<file path="src/sv/intel_hex_image_loader_unit_defines.svh">
// Assertion macros shared by the loader's modules.
// Each macro expects a clock named clk and an active-low reset named rst_n in scope.
`ifndef INTEL_HEX_IMAGE_LOADER_UNIT_DEFINES_SVH
`define INTEL_HEX_IMAGE_LOADER_UNIT_DEFINES_SVH

// Condition c must hold in the same cycle as a.
`define IHEX_ASSERT_SAME(lbl, a, c) \
  lbl: assert property (@(posedge clk) disable iff (!rst_n) (a) |-> (c)) \
    else $error("ihex check failed");

// Condition c must hold in the cycle after a.
`define IHEX_ASSERT_NEXT(lbl, a, c) \
  lbl: assert property (@(posedge clk) disable iff (!rst_n) (a) |=> (c)) \
    else $error("ihex check failed");

`endif

</file>
<file path="src/sv/ihex_pkg.sv">
// Package of the hex image loader: sizes, codes and the command passed from
// the parser front end to the commit back end. Depends on nothing.
package ihex_pkg;

  localparam int IMAGE_DEPTH    = 8192;
  localparam int IDENTITY_DEPTH = 512;
  localparam int RECORD_BYTES   = 256;
  localparam int IMG_AW         = $clog2(IMAGE_DEPTH);
  localparam int ID_AW          = $clog2(IDENTITY_DEPTH);
  localparam int REC_AW         = $clog2(RECORD_BYTES);
  localparam int CMD_DEPTH      = 2;
  localparam int CMD_AW         = $clog2(CMD_DEPTH);

  localparam logic [13:0] APP_END_RST    = 14'd6656;
  localparam logic [13:0] EEPROM_END_RST = 14'd7168;

  localparam logic [1:0] REQ_CHAR = 2'd0;
  localparam logic [1:0] REQ_EOI  = 2'd1;
  localparam logic [1:0] REQ_READ = 2'd2;

  localparam logic [7:0] REC_DATA = 8'h00;
  localparam logic [7:0] REC_EOF  = 8'h01;
  localparam logic [7:0] REC_SEG  = 8'h02;
  localparam logic [7:0] REC_ELA  = 8'h04;
  localparam logic [7:0] CHAR_COLON = 8'h3A;

  localparam logic CFG_APP_END    = 1'b0;
  localparam logic CFG_EEPROM_END = 1'b1;

  typedef enum logic [3:0] {
    ST_PARSING    = 4'd0,
    ST_VALID      = 4'd1,
    ST_BAD_HEAD   = 4'd2,
    ST_BAD_DATA   = 4'd3,
    ST_BAD_CSUM   = 4'd4,
    ST_SUM_MISS   = 4'd5,
    ST_BAD_ELA    = 4'd6,
    ST_ABOVE_64K  = 4'd7,
    ST_SEG_REC    = 4'd8,
    ST_TRUNC_HEAD = 4'd9,
    ST_TRUNC_BODY = 4'd10,
    ST_NO_EOF     = 4'd11,
    ST_NO_DATA    = 4'd12
  } status_t;

  typedef enum logic [2:0] {
    PH_HUNT, PH_HEAD, PH_DATA, PH_CSUM, PH_DONE
  } phase_t;

  typedef enum logic [2:0] {
    CMD_NOP, CMD_RBYTE, CMD_COMMIT, CMD_READ, CMD_EOIF
  } cmd_kind_t;

  typedef enum logic [2:0] {
    BK_CLEAR, BK_IDLE, BK_CMT_RD, BK_CMT_WR, BK_RESP
  } back_state_t;

  typedef enum logic [1:0] {
    RK_NONE, RK_IMG, RK_ID
  } read_kind_t;

  typedef struct packed {
    cmd_kind_t   kind;
    status_t     set_status;
    logic [15:0] addr;
    logic [7:0]  len;
    logic [7:0]  data;
  } cmd_t;

endpackage

</file>
<file path="src/sv/ihex_fifo.sv">
// Short command queue between the parser front end and the back end.
// Depends on ihex_pkg for the command type and depth.
module ihex_fifo import ihex_pkg::*; (
  input  logic clk,
  input  logic rst_n,
  input  logic push,
  input  cmd_t push_cmd,
  output logic full,
  input  logic pop,
  output cmd_t head,
  output logic empty
);

  cmd_t              mem_r [CMD_DEPTH];
  logic [CMD_AW-1:0] wp_r, wp_nxt, rp_r, rp_nxt;
  logic [CMD_AW:0]   cnt_r, cnt_nxt;

  assign full  = (cnt_r == (CMD_AW+1)'(CMD_DEPTH));
  assign empty = (cnt_r == '0);
  assign head  = mem_r[rp_r];

  always_comb begin
    wp_nxt  = wp_r;
    rp_nxt  = rp_r;
    cnt_nxt = cnt_r;
    if (push) begin
      wp_nxt = (wp_r == (CMD_AW)'(CMD_DEPTH-1)) ? '0 : wp_r + 1'b1;
    end
    if (pop) begin
      rp_nxt = (rp_r == (CMD_AW)'(CMD_DEPTH-1)) ? '0 : rp_r + 1'b1;
    end
    if (push && !pop) begin
      cnt_nxt = cnt_r + 1'b1;
    end else if (pop && !push) begin
      cnt_nxt = cnt_r - 1'b1;
    end
  end

  always_ff @(posedge clk) begin
    if (!rst_n) begin
      wp_r  <= '0;
      rp_r  <= '0;
      cnt_r <= '0;
    end else begin
      wp_r  <= wp_nxt;
      rp_r  <= rp_nxt;
      cnt_r <= cnt_nxt;
    end
  end

  always_ff @(posedge clk) begin
    if (push) begin
      mem_r[wp_r] <= push_cmd;
    end
  end

endmodule

</file>
<file path="config.mk">
export PLATFORM = sky130hd
export DESIGN_NAME = ihex_fifo
export DESIGN_NICKNAME = d
export VERILOG_FILES = /design/src/sv/intel_hex_image_loader_unit_defines.svh /design/src/sv/ihex_pkg.sv /design/src/sv/ihex_fifo.sv
export SDC_FILE = /design/constraint.sdc
export NUM_CORES = 1
export LEC_CHECK = 0
export BUFFER_PORTS_ARGS = -buffer_cell sky130_fd_sc_hd__buf_2
export CELL_PAD_IN_SITES_DETAIL_PLACEMENT = 0
export CELL_PAD_IN_SITES_GLOBAL_PLACEMENT = 1
export CORE_ASPECT_RATIO = 0.6
export CORE_UTILIZATION = 43
export CTS_CLUSTER_SIZE = 12
export DETAILED_ROUTE_END_ITERATION = 16
export PLACE_DENSITY = 0.74
export SETUP_SLACK_MARGIN = 0.15
export SLEW_MARGIN = 20
export SYNTH_ARGS = -nofsm -noshare
export SYNTH_HDL_FRONTEND = slang
export SYNTH_SLANG_ARGS = --single-unit
</file>
<file path="constraint.sdc">
create_clock -name clk -period 3.7 [get_ports clk]
set_clock_uncertainty 0.15 [all_clocks]
set_input_delay 0.74 -clock clk [delete_from_list [all_inputs] [get_ports clk]]
set_output_delay 0.74 -clock clk [all_outputs]
set_load 0.05 [all_outputs]
</file>
==> summary.md <==
| Metric | Value |
|---|---|
| Outcome | `completed` |
| Cell taking the most area after synthesis | `edfxtp_1` |
| Most frequent cells in the layout | `buf_2, edfxtp_1, mux2_2, clkbuf_16, dfxtp_1` |
| Finish-stage setup viols | `0` |
| DP Worst Slack | `1.43 ns` |
| Slew margin rel. | `0.380` |
| Postcts setup bufs | `0` |
| Final hold violations | `0` |
| Fmax | `0.385 GHz` |
| Arrival time worst endpoint | `1.70 ns` |
| CTS H-tree lvls | `3` |
| RSZ-0062 raised after global routing | `no` |
| First-pass GRT wire length | `7.40 mm` |
| Routed WL | `4.98 mm` |
| Mapped Area | `3030 µm²` |
| # rows | `23` |
| Synth warnings | `0` |
| Antenna cells | `0` |
| Final setup margin | `1.11 ns` |
| Tmin final | `2.59 ns` |
| Flops & latches, synth | `83` |
| CTS tree | `built` |
| Crit share post-route | `0.701` |
| CP cell instances | `buf_4 > mux2_2 > buf_2` |
| Synth top area share | `0.773` |
| Yosys cell types | `18` |
| Vias/cell | `4.67` |
| Clk buf depth | `2` |
| Final GP Congestion | `0.685` |
| Worst setup SP type | `register` |
| Clock root buffer | `clkbuf_16` |
| Worst Tran Pin Value | `0.930 ns` |
| Setup TNS | `0 ns` |
| Largest net degree at the start of global routing | `40` |
| Core area | `6730 µm²` |
| Final ANT Viol Nets | `0` |
| Overflow left after global routing | `0` |
| Buf+Inv Stages, Crit Path | `2` |
| Worst path required time | `2.81 ns` |
| Hold Buf Count CTS | `0` |
| Max Transition Viols Final | `0` |
| Syn_nets | `187` |
| Antenna violations before repair | `0` |
| Cells after Synth | `143` |
| Cell family with most CP delay | `buffers and inverters` |
| Die area | `7400 µm²` |
| Starting Density | `0.450` |
| Drc violations | `0` |
| Die height | `67.0 µm` |
| Vias in the first global route | `1,514` |
| Top post-synthesis cells by area | `edfxtp_1, mux2_2, dfxtp_1` |
| Sink Count | `83` |
| Nets@finish | `280` |
| Post-DP HPWL | `3.26 mm` |
| Worst-path clk slew | `0.05 ns` |
| P_leak | `0.00146 µW` |
| Largest stage delay, worst path | `0.49 ns` |
| Fillers | `539` |
| Via count | `1,528` |
| Power per cell area | `596 nW/µm²` |
| Die X | `110 µm` |
| TritonCTS Buffers | `9` |
| Layout cells sized above 1 | `0.583` |
| Io pins | `84` |
| Per-cell routed wire length | `15.2 µm` |
| Drt pass-1 iters | `4` |
| Setup CP Type | `reg2out` |
| Syn Area/Cell | `21.2 µm²` |
| Clock latency on the worst-skew pair | `0.32 ns` |
| Port Buf Inserts | `83` |
| All-layer global routing usage | `0.146` |
| Peak supply drop | `281 µV` |
| Placed instance area | `3560 µm²` |
| Worst min-delay path class | `reg2reg` |
| Most common cell after layout, fill and taps aside | `buf_2` |
| Design area | `3830 µm²` |
| Area grow syn2layout | `26.5%` |
| Resized cells post-CTS | `0` |
| Crit-path max FO | `15` |
| CP max-delay cell | `dfxtp_2` |
| Critical Path End Type | `primary output` |
| Iter 0 DRT Violations | `34` |
| Max-Cap Viols | `0` |
| Sequential share of the synthesized area | `0.806` |
-- synth_stat cells, drive strengths merged --
library cell  count
nor2              1
buf               4
a21boi            1
and2              4
or3               1
o21ai             1
nor2b             2
and2b             1
o21a              1
xor2              2
mux2             39
edfxtp           78
dfxtp             5
ha                1
inv               1
xnor2             1
-- state kept, by name, indices dropped and copies added (netlist names), named ones only --
name and cells:
wp_r 1, rp_r 1, cnt_r 2, mem_r 78
-- area by class of cell --
type / count / area, µm² / area share
Clock buffer: 11 / 233 / 0.0607
Clock inverter: 4 / 42.5 / 0.0111
Inverter: 1 / 3.75 / 0.000979
Multi-Input combinational cell: 55 / 563 / 0.147
Sequential cell: 83 / 2440 / 0.638
Tap cell: 87 / 109 / 0.0284
Timing Repair Buffer: 86 / 438 / 0.114
-- layer usage --
layer  vias up  routed length, µm  share of wire  track usage
met2        57               2100           0.42        0.204
met5         -                  0              0            0
li1        738                  -              -            -
met3         7                427          0.086       0.0773
met4         0                 57          0.011       0.0641
met1       726               2400           0.48        0.186
-- cell families after synthesis --
group           synth area share
xor+xnor                 0.00868
fa+ha+maj                0.00413
simple gates              0.0186
flops                      0.806
compound gates           0.00661
mux                        0.145
buf+inv                   0.0107
-- final timing paths --
path              slack, ns  startpoint      endpoint  cells past startpoint
setup / recovery       1.11    register       head[1]                      3
hold / removal         0.36    cnt_r[1]      cnt_r[1]                      2
setup reg to reg       1.99        wp_r  mem_r[1][14]                      1
hold reg to reg        0.36    cnt_r[1]      cnt_r[1]                      2
-- power breakdown --
group          internal [µW]  leakage [µW]  switching, µW
combinational            106      0.000551            250
clock                    513      0.000134            312
sequential              1080      0.000774           18.3
-- metrics by stage --
stage / util / hold slack [ns] / instances / power [µW]
finish: 0.569 / 0.362 / 327 / 2280
CTS: 0.569 / 0.369 / 327 / 2310
global route: 0.569 / 0.438 / 327 / 2370
global placement: 0.528 / 0.357 / 312 / 1480
detailed placement: 0.528 / 0.360 / 312 / 1480
floorplan: - / 0.316 / 143 / 1390
Note: power is estimated with default switching activity, not from simulation.
