[src/sv/intel_hex_image_loader_unit_defines.svh]
// Assertion macros shared by the loader's modules.
// Each macro expects a clock named clk and an active-low reset named rst_n in scope.
`ifndef INTEL_HEX_IMAGE_LOADER_UNIT_DEFINES_SVH
`define INTEL_HEX_IMAGE_LOADER_UNIT_DEFINES_SVH

// Condition c must hold in the same cycle as a.
`define IHEX_ASSERT_SAME(lbl, a, c) \
  lbl: assert property (@(posedge clk) disable iff (!rst_n) (a) |-> (c)) \
    else $error("ihex check failed");

// Condition c must hold in the cycle after a.
`define IHEX_ASSERT_NEXT(lbl, a, c) \
  lbl: assert property (@(posedge clk) disable iff (!rst_n) (a) |=> (c)) \
    else $error("ihex check failed");

`endif

[src/sv/ihex_pkg.sv]
// Package of the hex image loader: sizes, codes and the command passed from
// the parser front end to the commit back end. Depends on nothing.
package ihex_pkg;

  localparam int IMAGE_DEPTH    = 8192;
  localparam int IDENTITY_DEPTH = 512;
  localparam int RECORD_BYTES   = 256;
  localparam int IMG_AW         = $clog2(IMAGE_DEPTH);
  localparam int ID_AW          = $clog2(IDENTITY_DEPTH);
  localparam int REC_AW         = $clog2(RECORD_BYTES);
  localparam int CMD_DEPTH      = 2;
  localparam int CMD_AW         = $clog2(CMD_DEPTH);

  localparam logic [13:0] APP_END_RST    = 14'd6656;
  localparam logic [13:0] EEPROM_END_RST = 14'd7168;

  localparam logic [1:0] REQ_CHAR = 2'd0;
  localparam logic [1:0] REQ_EOI  = 2'd1;
  localparam logic [1:0] REQ_READ = 2'd2;

  localparam logic [7:0] REC_DATA = 8'h00;
  localparam logic [7:0] REC_EOF  = 8'h01;
  localparam logic [7:0] REC_SEG  = 8'h02;
  localparam logic [7:0] REC_ELA  = 8'h04;
  localparam logic [7:0] CHAR_COLON = 8'h3A;

  localparam logic CFG_APP_END    = 1'b0;
  localparam logic CFG_EEPROM_END = 1'b1;

  typedef enum logic [3:0] {
    ST_PARSING    = 4'd0,
    ST_VALID      = 4'd1,
    ST_BAD_HEAD   = 4'd2,
    ST_BAD_DATA   = 4'd3,
    ST_BAD_CSUM   = 4'd4,
    ST_SUM_MISS   = 4'd5,
    ST_BAD_ELA    = 4'd6,
    ST_ABOVE_64K  = 4'd7,
    ST_SEG_REC    = 4'd8,
    ST_TRUNC_HEAD = 4'd9,
    ST_TRUNC_BODY = 4'd10,
    ST_NO_EOF     = 4'd11,
    ST_NO_DATA    = 4'd12
  } status_t;

  typedef enum logic [2:0] {
    PH_HUNT, PH_HEAD, PH_DATA, PH_CSUM, PH_DONE
  } phase_t;

  typedef enum logic [2:0] {
    CMD_NOP, CMD_RBYTE, CMD_COMMIT, CMD_READ, CMD_EOIF
  } cmd_kind_t;

  typedef enum logic [2:0] {
    BK_CLEAR, BK_IDLE, BK_CMT_RD, BK_CMT_WR, BK_RESP
  } back_state_t;

  typedef enum logic [1:0] {
    RK_NONE, RK_IMG, RK_ID
  } read_kind_t;

  typedef struct packed {
    cmd_kind_t   kind;
    status_t     set_status;
    logic [15:0] addr;
    logic [7:0]  len;
    logic [7:0]  data;
  } cmd_t;

endpackage

[src/sv/ihex_front.sv]
// Parser front end: classifies each accepted item and emits one command.
// Depends on ihex_pkg.
module ihex_front import ihex_pkg::*; (
  input  logic        clk,
  input  logic        rst_n,
  input  logic        accept,
  input  logic [1:0]  req_type,
  input  logic [7:0]  in_char,
  input  logic [15:0] read_addr,
  output cmd_t        cmd
);

  phase_t      phase_r, phase_nxt;
  logic [8:0]  pos_r, pos_nxt;
  logic [3:0]  hn_r, hn_nxt;
  logic [7:0]  len_r, len_nxt, kind_r, kind_nxt, sum_r, sum_nxt;
  logic [7:0]  b0_r, b0_nxt, b1_r, b1_nxt;
  logic [15:0] addr_r, addr_nxt;
  logic        stop_r, stop_nxt;

  logic       nib_ok;
  logic [3:0] nib;
  logic [7:0] byte_val, idx, sum_add;

  always_comb begin
    nib_ok = 1'b1;
    nib    = '0;
    if (in_char inside {[8'h30:8'h39]}) begin
      nib = in_char[3:0];
    end else if (in_char inside {[8'h41:8'h46], [8'h61:8'h66]}) begin
      nib = in_char[3:0] + 4'd9;
    end else begin
      nib_ok = 1'b0;
    end
  end

  assign byte_val = {hn_r, nib};
  assign idx      = pos_r[8:1];
  assign sum_add  = sum_r + byte_val;

  always_comb begin
    phase_nxt = phase_r;
    pos_nxt   = pos_r;
    hn_nxt    = hn_r;
    len_nxt   = len_r;
    kind_nxt  = kind_r;
    sum_nxt   = sum_r;
    b0_nxt    = b0_r;
    b1_nxt    = b1_r;
    addr_nxt  = addr_r;
    stop_nxt  = stop_r;
    cmd       = '{kind: CMD_NOP, set_status: ST_PARSING, addr: '0, len: '0, data: '0};
    if (accept) begin
      case (req_type)
        REQ_CHAR: begin
          if (!stop_r && phase_r != PH_DONE) begin
            if (phase_r == PH_HUNT) begin
              if (in_char == CHAR_COLON) begin
                phase_nxt = PH_HEAD;
                pos_nxt   = '0;
                sum_nxt   = '0;
              end
            end else if (!nib_ok) begin
              stop_nxt = 1'b1;
              cmd.set_status = (phase_r == PH_HEAD) ? ST_BAD_HEAD :
                               (phase_r == PH_DATA) ? ST_BAD_DATA : ST_BAD_CSUM;
            end else if (!pos_r[0]) begin
              hn_nxt  = nib;
              pos_nxt = pos_r + 1'b1;
            end else begin
              pos_nxt = pos_r + 1'b1;
              sum_nxt = sum_add;
              case (phase_r)
                PH_HEAD: begin
                  case (idx[1:0])
                    2'd0:    len_nxt = byte_val;
                    2'd1:    addr_nxt = {byte_val, 8'h00};
                    2'd2:    addr_nxt = {addr_r[15:8], byte_val};
                    default: begin
                      kind_nxt  = byte_val;
                      pos_nxt   = '0;
                      phase_nxt = (len_r != 8'd0) ? PH_DATA : PH_CSUM;
                    end
                  endcase
                end
                PH_DATA: begin
                  cmd.kind = CMD_RBYTE;
                  cmd.len  = idx;
                  cmd.data = byte_val;
                  if (idx == 8'd0) b0_nxt = byte_val;
                  if (idx == 8'd1) b1_nxt = byte_val;
                  if ({1'b0, idx} + 9'd1 >= {1'b0, len_r}) begin
                    pos_nxt   = '0;
                    phase_nxt = PH_CSUM;
                  end
                end
                default: begin
                  if (sum_add != 8'd0) begin
                    stop_nxt = 1'b1;
                    cmd.set_status = ST_SUM_MISS;
                  end else begin
                    phase_nxt = PH_HUNT;
                    case (kind_r)
                      REC_DATA: begin
                        cmd.kind = CMD_COMMIT;
                        cmd.addr = addr_r;
                        cmd.len  = len_r;
                      end
                      REC_EOF: phase_nxt = PH_DONE;
                      REC_ELA: begin
                        if (len_r != 8'd2) begin
                          stop_nxt = 1'b1;
                          cmd.set_status = ST_BAD_ELA;
                        end else if (b0_r != 8'd0 || b1_r != 8'd0) begin
                          stop_nxt = 1'b1;
                          cmd.set_status = ST_ABOVE_64K;
                        end
                      end
                      REC_SEG: begin
                        stop_nxt = 1'b1;
                        cmd.set_status = ST_SEG_REC;
                      end
                      default: ;
                    endcase
                  end
                end
              endcase
            end
          end
        end
        REQ_EOI: begin
          if (!stop_r) begin
            stop_nxt = 1'b1;
            case (phase_r)
              PH_HEAD: cmd.set_status = ST_TRUNC_HEAD;
              PH_DATA, PH_CSUM: cmd.set_status = ST_TRUNC_BODY;
              PH_DONE: cmd.kind = CMD_EOIF;
              default: cmd.set_status = ST_NO_EOF;
            endcase
          end
        end
        REQ_READ: begin
          cmd.kind = CMD_READ;
          cmd.addr = read_addr;
        end
        default: ;
      endcase
    end
  end

  always_ff @(posedge clk) begin
    if (!rst_n) begin
      phase_r <= PH_HUNT;
      pos_r   <= '0;
      hn_r    <= '0;
      len_r   <= '0;
      kind_r  <= '0;
      sum_r   <= '0;
      addr_r  <= '0;
      stop_r  <= 1'b0;
    end else begin
      phase_r <= phase_nxt;
      pos_r   <= pos_nxt;
      hn_r    <= hn_nxt;
      len_r   <= len_nxt;
      kind_r  <= kind_nxt;
      sum_r   <= sum_nxt;
      addr_r  <= addr_nxt;
      stop_r  <= stop_nxt;
    end
  end

  always_ff @(posedge clk) begin
    b0_r <= b0_nxt;
    b1_r <= b1_nxt;
  end

endmodule

[config.mk]
export PLATFORM = sky130hd
export DESIGN_NAME = ihex_front
export DESIGN_NICKNAME = d
export VERILOG_FILES = /design/src/sv/intel_hex_image_loader_unit_defines.svh /design/src/sv/ihex_pkg.sv /design/src/sv/ihex_front.sv
export SDC_FILE = /design/constraint.sdc
export NUM_CORES = 1
export LEC_CHECK = 0
export BUFFER_PORTS_ARGS = -buffer_cell sky130_fd_sc_hd__buf_2
export CORE_ASPECT_RATIO = 1.2
export CORE_MARGIN = 3
export CORE_UTILIZATION = 56
export CTS_BUF_LIST = sky130_fd_sc_hd__clkbuf_16
export CTS_CLUSTER_SIZE = 30
export DETAILED_ROUTE_END_ITERATION = 8
export GPL_TIMING_DRIVEN = 1
export PLACE_DENSITY = 0.89
export SETUP_SLACK_MARGIN = 0.02
export SYNTH_ARGS = -nofsm -noshare
export SYNTH_HDL_FRONTEND = slang
export SYNTH_SLANG_ARGS = --single-unit
[constraint.sdc]
create_clock -name clk -period 12.7 [get_ports clk]
set_input_delay 2.54 -clock clk [delete_from_list [all_inputs] [get_ports clk]]
set_output_delay 2.54 -clock clk [all_outputs]
set_load 0.02 [all_outputs]
==> flow_summary_export.csv, run 1 <==
group,metric,value,unit
setup_path,r2r_slack,9060,ps
worst_hold_path,hp-start,"sum_r[3]",
job,drv_cap,0,
detailed_routing,wl_per_cell,18.4,um
layout,nets,679,
detailed_routing,wl_met3,1110,um
grt,grt_pass1_wl,22100,um
clock_network,numCtsBuffers,9,
place,io_buffer_count,67,
floorplan,die_x,90.7,um
worst_hold_path,holdPathStages,2,
layout,multi_input_area,0.00297,mm2
clock_network,post_cts_resized,0,
detailed_routing,remaining_drc_errors,0,
clock_network,cts_hold_buf,0,
timing,rsz0062_at_grt,"no",
detailed_routing,routed_wl,13700,um
yosys,ys_types,74,
power,finalPower,0.539,mW
timing,finalSetupViolations,0,
setup_path,cp-end-kind,"primary output",
yosys,ys.flop_type,"dfxtp_1",
clock_network,cts_setup_buffers,0,
grt,first_global_vias,4570,
setup_path,crit_required,10160,ps
detailed_routing,viasPerCell,6.47,
clock_network,clock_path_buffers,2,
clock_network,clock_latency,330,ps
yosys,async_reset_ff_share,0,%
timing,fin_skew,4.52,ps
detailed_routing,first_iter_violations,603,
grt,grt_overflow,0,
layout,layout.area.seq,0.00162,mm2
yosys,synth-seq-cells,73,
layout,fill_cells,667,
yosys,syn_inst,579,
clock_network,clock_sinks,73,
layout,drive_above_1_share,15.7,%
grt,grt_max_degree,53,
clock_network,clk_pin_slew_worst_paths,60,ps
floorplan,die_area,0.00977,mm2
worst_hold_path,hold_class,"flip-flop to flip-flop",
timing,worst_slew_pin_slew,1300,ps
timing,setup_tns,0,ps
place,hpwlAfterDp,9750,um
worst_hold_path,holdPathEnd,"sum_r[3]",
setup_path,rr_endpoint,"phase_r[1]",
detailed_routing,detail-route-antenna-nets,0,
yosys,avgSynthCellArea,8.33,um2
timing,hold_ws,464,ps
power,peakVddDrop,0.0680,mV
power,leakagePower,2.25,nW
floorplan,rows,36,
clock_network,htree_levels,3,
layout,diodes,0,
timing,finalCritPeriodShare,82.4,%
grt,antenna_found_initial,0,
detailed_routing,route.met2.wl,6630,um
yosys,synthesis.nets,634,
place,placed_area,0.00517,mm2
detailed_routing,highest_layer,"met4",
layout,area_growth,13.0,%
yosys,synth_area_leaders,"dfxtp_1, edfxtp_1, ha_1",
setup_path,critPathMaxFanout,31,
detailed_routing,firstDrtPassIters,8,
timing,final_hold_viol_count,0,
yosys,ys_seq_area_share,33.6,%
clock_network,cts-root-buf,"clkbuf_16",
floorplan,die_h,108,um
yosys,synth.top_cell.area_share,23.6,%
setup_path,cp.arrival,7930,ps
layout,layout.cells.non_filler,743,
timing,fmax,95.5,MHz
setup_path,critical_path_class,"primary input to primary output",
floorplan,start_util,58.5,%
status,status,"finished clean",
yosys,synth-edff-count,16,
place,place_ws,2460,ps
floorplan,coreArea,0.00824,mm2
timing,slew_headroom,13.2,%
detailed_routing,num_vias,4805,
setup_path,start_kind,"primary input",
clock_network,cts_tree,"done",
timing,slew_viol_final,0,
yosys,yosysTopAreaCell,"dfxtp_1",
detailed_routing,wl_met1,5350,um
layout,fin_util,66.2,%
timing,period_needed,10470,ps
floorplan,io-pin-count,68,
layout,fin_area,0.00545,mm2
setup_path,r2r-start,"hn_r[0]",
setup_path,r2r_cells,7,
place,place.gp.congestion,0.983,
yosys,ys_warn_count,0,
yosys,syn-cell-area,0.00483,mm2
timing,layout_setup_ws,2230,ps
power,powerDensity,98.8,mW/mm2
grt,track_usage,27.9,%
place,placedCellCount,727,
[sequential cells by signal, summed over array words and instances, names as in the netlist]
signal,flops
sum_r,8
b0_r,8
phase_r,3
pos_r,9
hn_r,4
len_r,8
addr_r,16
kind_r,8
b1_r,8
stop_r,1
[how the worst max path moves through the flow]
stage,startpoint,endpoint,slack (ps)
after floorplan,in_char[6],cmd[16],3940
after global placement,in_char[6],cmd[34],2650
after detailed placement,in_char[6],cmd[34],2460
after CTS,in_char[6],cmd[34],2410
after global routing,in_char[6],cmd[16],1970
final,in_char[6],cmd[34],2230
[report_power, final]
| group | internal [mW] | switching (mW) | leakage (nW) |
|---|---|---|---|
| logic | 0.0175 | 0.0334 | 1.51 |
| clock network | 0.150 | 0.0977 | 0.140 |
| registers | 0.237 | 0.00316 | 0.593 |
[area by class of cell]
type / instances / area share (%)
clock buffer: 9 / 4.13
tap: 114 / 2.62
multi-input combinational: 449 / 54.5
clock inverter: 7 / 1.12
sequential: 73 / 29.7
timing repair buffer: 68 / 6.29
inverter: 23 / 1.58
[Yosys cell counts (3+ instances only)]
master / number
nand2_1: 66
dfxtp_1: 57
nor2_1: 40
nand4_1: 37
clkbuf_1: 29
a21oi_1: 25
ha_1: 25
nor2b_1: 24
inv_1: 23
o21ai_0: 20
nand3_1: 18
edfxtp_1: 16
mux2i_1: 16
a21boi_0: 14
nor3_1: 13
and2_1: 12
a21boi_1: 10
nor3b_1: 9
nor4_1: 7
xnor2_1: 7
xor2_1: 7
o211ai_1: 6
o31ai_1: 6
or2_2: 6
o211a_1: 5
a211oi_1: 4
and3_1: 4
nand2b_1: 4
o2111ai_1: 4
o21a_1: 4
or3_1: 4
a32o_1: 3
or4_1: 3
[cells by family after synthesis]
logic type,count (synthesis),share of synthesized area (%)
buffers and inverters,57,4.85
adders and majority gates,26,6.90
AOI/OAI and AO/OA,124,18.0
xor gates and xnor gates,14,2.54
muxes,16,3.32
DFF,73,33.6
and+or+nand+nor,269,30.8
[metal layers]
layer,GRT usage (%),vias up
li1,-,2216
met1,33.8,2231
met2,47.5,296
met3,5.10,62
met4,14.1,0
met5,0,-
[placed cells by master (no fill, tap or decap), types with 20 or more instances in the layout]
master | Yosys | routed
buf_2 | 1 | 67
nand4_1 | 37 | 37
ha_1 | 25 | 25
a21oi_1 | 25 | 25
nor2b_1 | 24 | 24
nand2_1 | 66 | 66
dfxtp_1 | 57 | 57
nor2_1 | 40 | 39
o21ai_0 | 20 | 20
inv_1 | 23 | 24
[worst max-delay path: stages]
cell      delay [ps]
buf_2            100
nor4bb_1         450
a21boi_0         900
nor2_1           430
or2_2            460
inv_1            240
ha_1             250
a211oi_1          70
o31ai_1          490
a311oi_1         200
and4b_1         1100
o211ai_1         200
a31o_2           330
buf_2            160
Power figures use the tool's default switching activity.
==> inputs of run 2 (changes only) <==
==> constraint.sdc (replaced) <==
create_clock -name clk -period 10.78 [get_ports clk]
set_input_delay 2.156 -clock clk [delete_from_list [all_inputs] [get_ports clk]]
set_output_delay 2.156 -clock clk [all_outputs]
set_load 0.02 [all_outputs]
==> run 2 against run 1 <==
  * Non-clock buffer count did not move
  * Final area is 0.30% lower
  * Power is 14% higher
  * Via count is 0.50% lower
  * Critical endpoint is now cmd[32]
  * Highest routed layer unchanged
==> flow_summary_export.csv, run 2 (synthesis results as in run 1) <==
group,metric,value,unit
place,io_buffer_count,67,
layout,drive_above_1_share,16.2,%
floorplan,die_h,108,um
layout,fin_util,66.0,%
timing,period_needed,9780,ps
power,combPwrFrac,9.8,%
clock_network,clk_pin_slew_worst_paths,60,ps
place,placedCellCount,727,
setup_path,critical_path_class,"primary input to primary output",
layout,final_cell_mix,"buf_2, nand2_1, dfxtp_1, nor2_1, nand4_1",
power,peakVddDrop,0.0896,mV
grt,grt_overflow,0,
layout,diodes,0,
power,powerDensity,113,mW/mm2
floorplan,die_x,90.7,um
timing,final_hold_viol_count,0,
timing,rsz0062_at_grt,"no",
power,netSwitchingFraction,26.1,%
grt,grt_max_degree,53,
setup_path,crit_required,8620,ps
clock_network,cts-root-buf,"clkbuf_16",
grt,track_usage,28.6,%
setup_path,critPathMaxFanout,31,
clock_network,clock_latency,340,ps
setup_path,start_kind,"primary input",
power,seqPwrFrac,45.9,%
grt,antenna_found_initial,0,
detailed_routing,detail-route-antenna-nets,0,
layout,mostFrequentLayoutCell,"buf_2",
layout,fin_area,0.00544,mm2
layout,layout.cells.non_filler,743,
detailed_routing,first_iter_violations,622,
grt,grt_pass1_wl,22500,um
detailed_routing,num_vias,4781,
clock_network,clock_path_buffers,2,
detailed_routing,routed_wl,13700,um
floorplan,start_util,58.5,%
timing,finalSetupViolations,0,
clock_network,clock_sinks,73,
power,p_switching,0.161,mW
place,place.gp.congestion,0.984,
timing,worst_slew_pin_slew,1330,ps
status,status,"finished clean",
timing,finalCritPeriodShare,90.7,%
power,finalPower,0.616,mW
power,internal_power,0.455,mW
detailed_routing,wl_per_cell,18.4,um
timing,fmax,102,MHz
clock_network,cts_hold_buf,0,
floorplan,io-pin-count,68,
power,leakagePower,2.24,nW
timing,slew_viol_final,0,
setup_path,cp.arrival,7620,ps
layout,largest_reg_flops,16,
timing,slew_headroom,11.0,%
place,placed_area,0.00517,mm2
layout,top_register,"addr_r",
setup_path,cp-end-kind,"primary output",
floorplan,coreArea,0.00824,mm2
clock_network,cts_setup_buffers,0,
detailed_routing,firstDrtPassIters,6,
grt,first_global_vias,4675,
job,drv_cap,0,
detailed_routing,remaining_drc_errors,0,
place,hpwlAfterDp,9840,um
timing,fin_skew,7.42,ps
clock_network,post_cts_resized,0,
clock_network,htree_levels,3,
clock_network,numCtsBuffers,9,
timing,setup_tns,0,ps
layout,nets,679,
layout,area_growth,12.7,%
worst_hold_path,hold_class,"flip-flop to flip-flop",
detailed_routing,viasPerCell,6.43,
clock_network,cts_tree,"done",
layout,top_regs,"addr_r (16), pos_r (9)",
layout,fill_cells,675,
power,p_clk_share,44.3,%
floorplan,die_area,0.00977,mm2
floorplan,rows,36,
## run 2: cell types whose count changed in the layout (fill, tap and decap cells not counted)
cell,previous run,this run
bufinv_16,1,0
clkinv_4,0,1
clkinv_2,0,2
clkinv_1,3,0
inv_4,0,1
## run 2: power by group through the flow
stage	Combinational [mW]	Clock (mW)	Sequential, mW
global route	0.0647	0.287	0.283
finish	0.0601	0.273	0.283
detailed placement	0.0581	0	0.289
floorplan	0.0408	0	0.286
global placement	0.0559	0	0.288
CTS	0.0584	0.274	0.283
## run 2: final cells by class
class | instances | area [um2] | area share (%)
clock buffer | 9 | 225 | 4.14
clock inverter | 7 | 45.0 | 0.829
inverter | 23 | 86.3 | 1.59
multi-input combinational | 449 | 2970 | 54.7
sequential | 73 | 1620 | 29.8
tap | 114 | 143 | 2.62
timing repair buffer | 68 | 343 | 6.31
## run 2: final timing paths
check / slack (ps) / endpoint / depth (start not counted) / start
worst max-delay path: 1000 / cmd[32] / 14 / in_char[6]
worst min-delay path: 470 / addr_r[10] / 2 / addr_r[10]
worst max register to register: 7110 / phase_r[1] / 7 / hn_r[1]
worst min register to register: 470 / addr_r[10] / 2 / addr_r[10]
## run 2: worst max-delay path: stages
cell and delay [ps]:
buf_2 100, nor4bb_1 470, a21boi_0 940, nor2_1 450, or2_2 460, inv_1 230, ha_1 320, nor2b_1 170
o2111a_1 240, a311oi_1 330, and4b_1 1080, a21oi_1 230, o22a_1 270, buf_2 160
## run 2: routing by layer
layer	GRT usage [%]	part of all wire, %	vias up
met5	0	0	-
met4	15.3	3.6	0
met3	6.01	7.8	51
met2	48.4	50	257
met1	33.9	39	2263
li1	-	-	2210
## run 2: metrics by stage
stage               hold slack (ps)  worst slack [ps]
CTS                             471              1170
floorplan                       429              2790
global route                    488               637
global placement                444              1490
finish                          472              1000
detailed placement              455              1170
==> inputs of run 3 (changes only) <==
--- a/config.mk
+++ b/config.mk
@@ -5,6 +5,7 @@
 export SDC_FILE = /design/constraint.sdc
 export NUM_CORES = 1
 export LEC_CHECK = 0
+export ABC_AREA = 1
 export BUFFER_PORTS_ARGS = -buffer_cell sky130_fd_sc_hd__buf_2
 export CORE_ASPECT_RATIO = 1.2
 export CORE_MARGIN = 3
==> run 3 against run 2 <==
  * Non-clock buffer count grew 1
  * Cell count grew 20%
  * Final area grew 6.1%
  * Utilization grew 0.29 points
  * Power grew 3.5%
  * Count of clock-buffer cells in the layout is the same
  * Wire length shrank 1.2%
  * Critical path depth grew 10
  * Hold slack lost 20 ps
  * Highest routed layer unchanged
==> flow_summary_export.csv, run 3 <==
group,metric,value,unit
yosys,yosysTopAreaCell,"dfxtp_1",
detailed_routing,first_iter_violations,309,
layout,area_growth,13.6,%
setup_path,critical_path_buf_inv_count,7,
setup_path,rr_endpoint,"phase_r[0]",
detailed_routing,wl_per_cell,15.1,um
detailed_routing,remaining_drc_errors,0,
setup_path,r2r-start,"pos_r[1]",
clock_network,clock_latency,340,ps
worst_hold_path,holdPathStages,2,
grt,first_global_vias,4664,
floorplan,die_h,110,um
clock_network,post_cts_resized,0,
place,place_ws,2490,ps
timing,slew_headroom,34.6,%
clock_network,htree_levels,3,
job,drv_cap,0,
yosys,synthesis.nets,768,
clock_network,cts-root-buf,"clkbuf_16",
timing,finalCritPeriodShare,77.3,%
clock_network,cts_hold_buf,0,
timing,fin_skew,4.99,ps
worst_hold_path,hp-start,"kind_r[7]",
layout,diodes,0,
setup_path,critical_path_class,"primary input to primary output",
worst_hold_path,hold_class,"flip-flop to flip-flop",
worst_hold_path,holdPathEnd,"kind_r[7]",
yosys,async_reset_ff_share,0,%
layout,drive_above_1_share,20.4,%
setup_path,cp-end-kind,"primary output",
yosys,synth.top_cell.area_share,22.5,%
yosys,ys_types,47,
setup_path,critPathSlowestCell,"nor3_4",
setup_path,path_delay_family,"simple AND/OR/NAND/NOR gates",
detailed_routing,routed_wl,13500,um
status,status,"finished clean",
timing,slew_viol_final,0,
place,placedCellCount,877,
floorplan,die_x,92.9,um
power,leakagePower,2.61,nW
yosys,ys_seq_area_share,32.0,%
floorplan,coreArea,0.00870,mm2
clock_network,cts_tree,"done",
setup_path,r2r_slack,7930,ps
grt,grt_pass1_wl,21800,um
floorplan,start_util,58.3,%
timing,setup_tns,0,ps
detailed_routing,wl_met3,981,um
grt,grt_max_degree,35,
floorplan,rows,37,
layout,final_cell_mix,"nand2_1, inv_1, nor2_1, buf_2, a21oi_1",
setup_path,crit_path_frequent_cell,"inv_1",
power,finalPower,0.638,mW
timing,worst_slew_pin_slew,978,ps
clock_network,clk_pin_slew_worst_paths,60,ps
detailed_routing,highest_layer,"met4",
setup_path,start_kind,"primary input",
yosys,synth_most_common_cell,"nand2_1",
layout,top_register,"addr_r",
yosys,ys.flop_type,"dfxtp_1",
layout,largest_reg_flops,16,
timing,rsz0062_at_grt,"no",
place,placed_area,0.00546,mm2
setup_path,cp_slowest_stage_delay,580,ps
setup_path,cp.arrival,6180,ps
yosys,syn_inst,713,
place,place.gp.congestion,0.949,
detailed_routing,detail-route-antenna-nets,0,
yosys,synth-seq-cells,73,
detailed_routing,viasPerCell,5.57,
layout,mostFrequentLayoutCell,"nand2_1",
power,peakVddDrop,0.0829,mV
setup_path,r2r_cells,14,
layout,fin_area,0.00577,mm2
timing,fmax,120,MHz
timing,finalSetupViolations,0,
setup_path,crit_required,8620,ps
setup_path,path_cells,"buf_2 -> inv_1 -> ha_1 -> inv_1 -> nor2_1 -> o21ai_1 -> nand2_2 -> nand2_4 -> o21ai_0 -> o21ai_0 -> inv_1 -> ha_1 -> inv_1 -> fa_1 -> inv_1 -> or2_2 -> nor2_1 -> nand3_1 -> nor2_1 -> nand2_2 -> nor3_4 -> nand2_1 -> a21oi_1 -> buf_2",
layout,top_regs,"addr_r (16), pos_r (9)",
detailed_routing,route.met2.wl,6510,um
timing,layout_setup_ws,2450,ps
timing,final_hold_viol_count,0,
grt,antenna_found_initial,0,
detailed_routing,num_vias,4978,
power,powerDensity,111,mW/mm2
clock_network,clock_sinks,73,
yosys,avgSynthCellArea,7.12,um2
grt,track_usage,27.2,%
grt,grt_overflow,0,
clock_network,cts_setup_buffers,0,
floorplan,die_area,0.0102,mm2
setup_path,critPathMaxFanout,13,
layout,layout.cells.non_filler,893,
place,hpwlAfterDp,10300,um
clock_network,clock_path_buffers,2,
clock_network,numCtsBuffers,9,
yosys,syn-cell-area,0.00507,mm2
layout,nets,826,
yosys,ys_warn_count,0,
floorplan,io-pin-count,68,
detailed_routing,firstDrtPassIters,7,
place,io_buffer_count,67,
yosys,synth_area_leaders,"dfxtp_1, nand2_1, edfxtp_1",
yosys,synth-edff-count,16,
timing,period_needed,8330,ps
yosys,ys_top_cells_by_count,"nand2_1, inv_1, nor2_1, a21oi_1, dfxtp_1",
detailed_routing,wl_met1,5480,um
==> run 3: changes by cell type after synthesis, moves of 25 or more <==
cell	previous run	this run
nand2_1	66	142
inv_1	23	96
a21oi_1	25	60
nand3_1	18	50
nor2_1	40	68
nand4_1	37	12
==> run 3: power by group <==
part | leakage, nW | switching, mW | total (mW) | internal (mW)
logic | 1.86 | 0.0345 | 0.0491 | 0.0145
clock network | 0.153 | 0.125 | 0.309 | 0.184
registers | 0.599 | 0.000474 | 0.279 | 0.279
==> run 3: area by class of cell <==
| type | count | area (um2) |
|---|---|---|
| well taps | 117 | 146 |
| flip-flops and latches | 73 | 1620 |
| clock buffers | 9 | 225 |
| inverters | 108 | 405 |
| multi-input cells | 510 | 2930 |
| clock inverters | 7 | 85.1 |
| fillers | 763 | 2940 |
| repair buffers | 69 | 350 |
==> run 3: worst min-delay path: cells and delay by family (launching register included) <==
kind | cells | cell delay [ps]
flip-flops | 1 | 300
buffers and inverters | 1 | 60
AO/OA/AOI/OAI | 1 | 50
==> run 3: worst max path at each step <==
stage,from,slack [ps],cells past startpoint,endpoint
finish,in_char[1],2450,24,cmd[16]
global route,in_char[1],1990,24,cmd[18]
detailed placement,in_char[1],2490,24,cmd[16]
global placement,in_char[1],2690,24,cmd[16]
floorplan,in_char[1],3420,22,cmd[10]
CTS,in_char[1],2490,24,cmd[16]
==> run 3: per-stage QoR <==
step | util, % | hold slack, ps
after floorplan | - | 429
final | 66.2 | 453
after global routing | 66.2 | 470
after CTS | 66.2 | 455
after detailed placement | 62.7 | 446
after global placement | 62.7 | 440
==> run 3: kinds of logic after synthesis <==
group / share of synthesized area (%)
XOR/XNOR: 1.90
buffers and inverters: 10.3
AO/OA/AOI/OAI: 16.5
adder cells (fa/ha/maj): 6.56
AND/OR/NAND/NOR: 32.8
flip-flops: 32.0
==> run 3: layer usage <==
| layer | vias to the layer above | global-route usage, % |
|---|---|---|
| met5 | - | 0 |
| met4 | 0 | 14.2 |
| met3 | 44 | 3.53 |
| met2 | 207 | 48.1 |
| met1 | 2270 | 32.2 |
| li1 | 2457 | - |
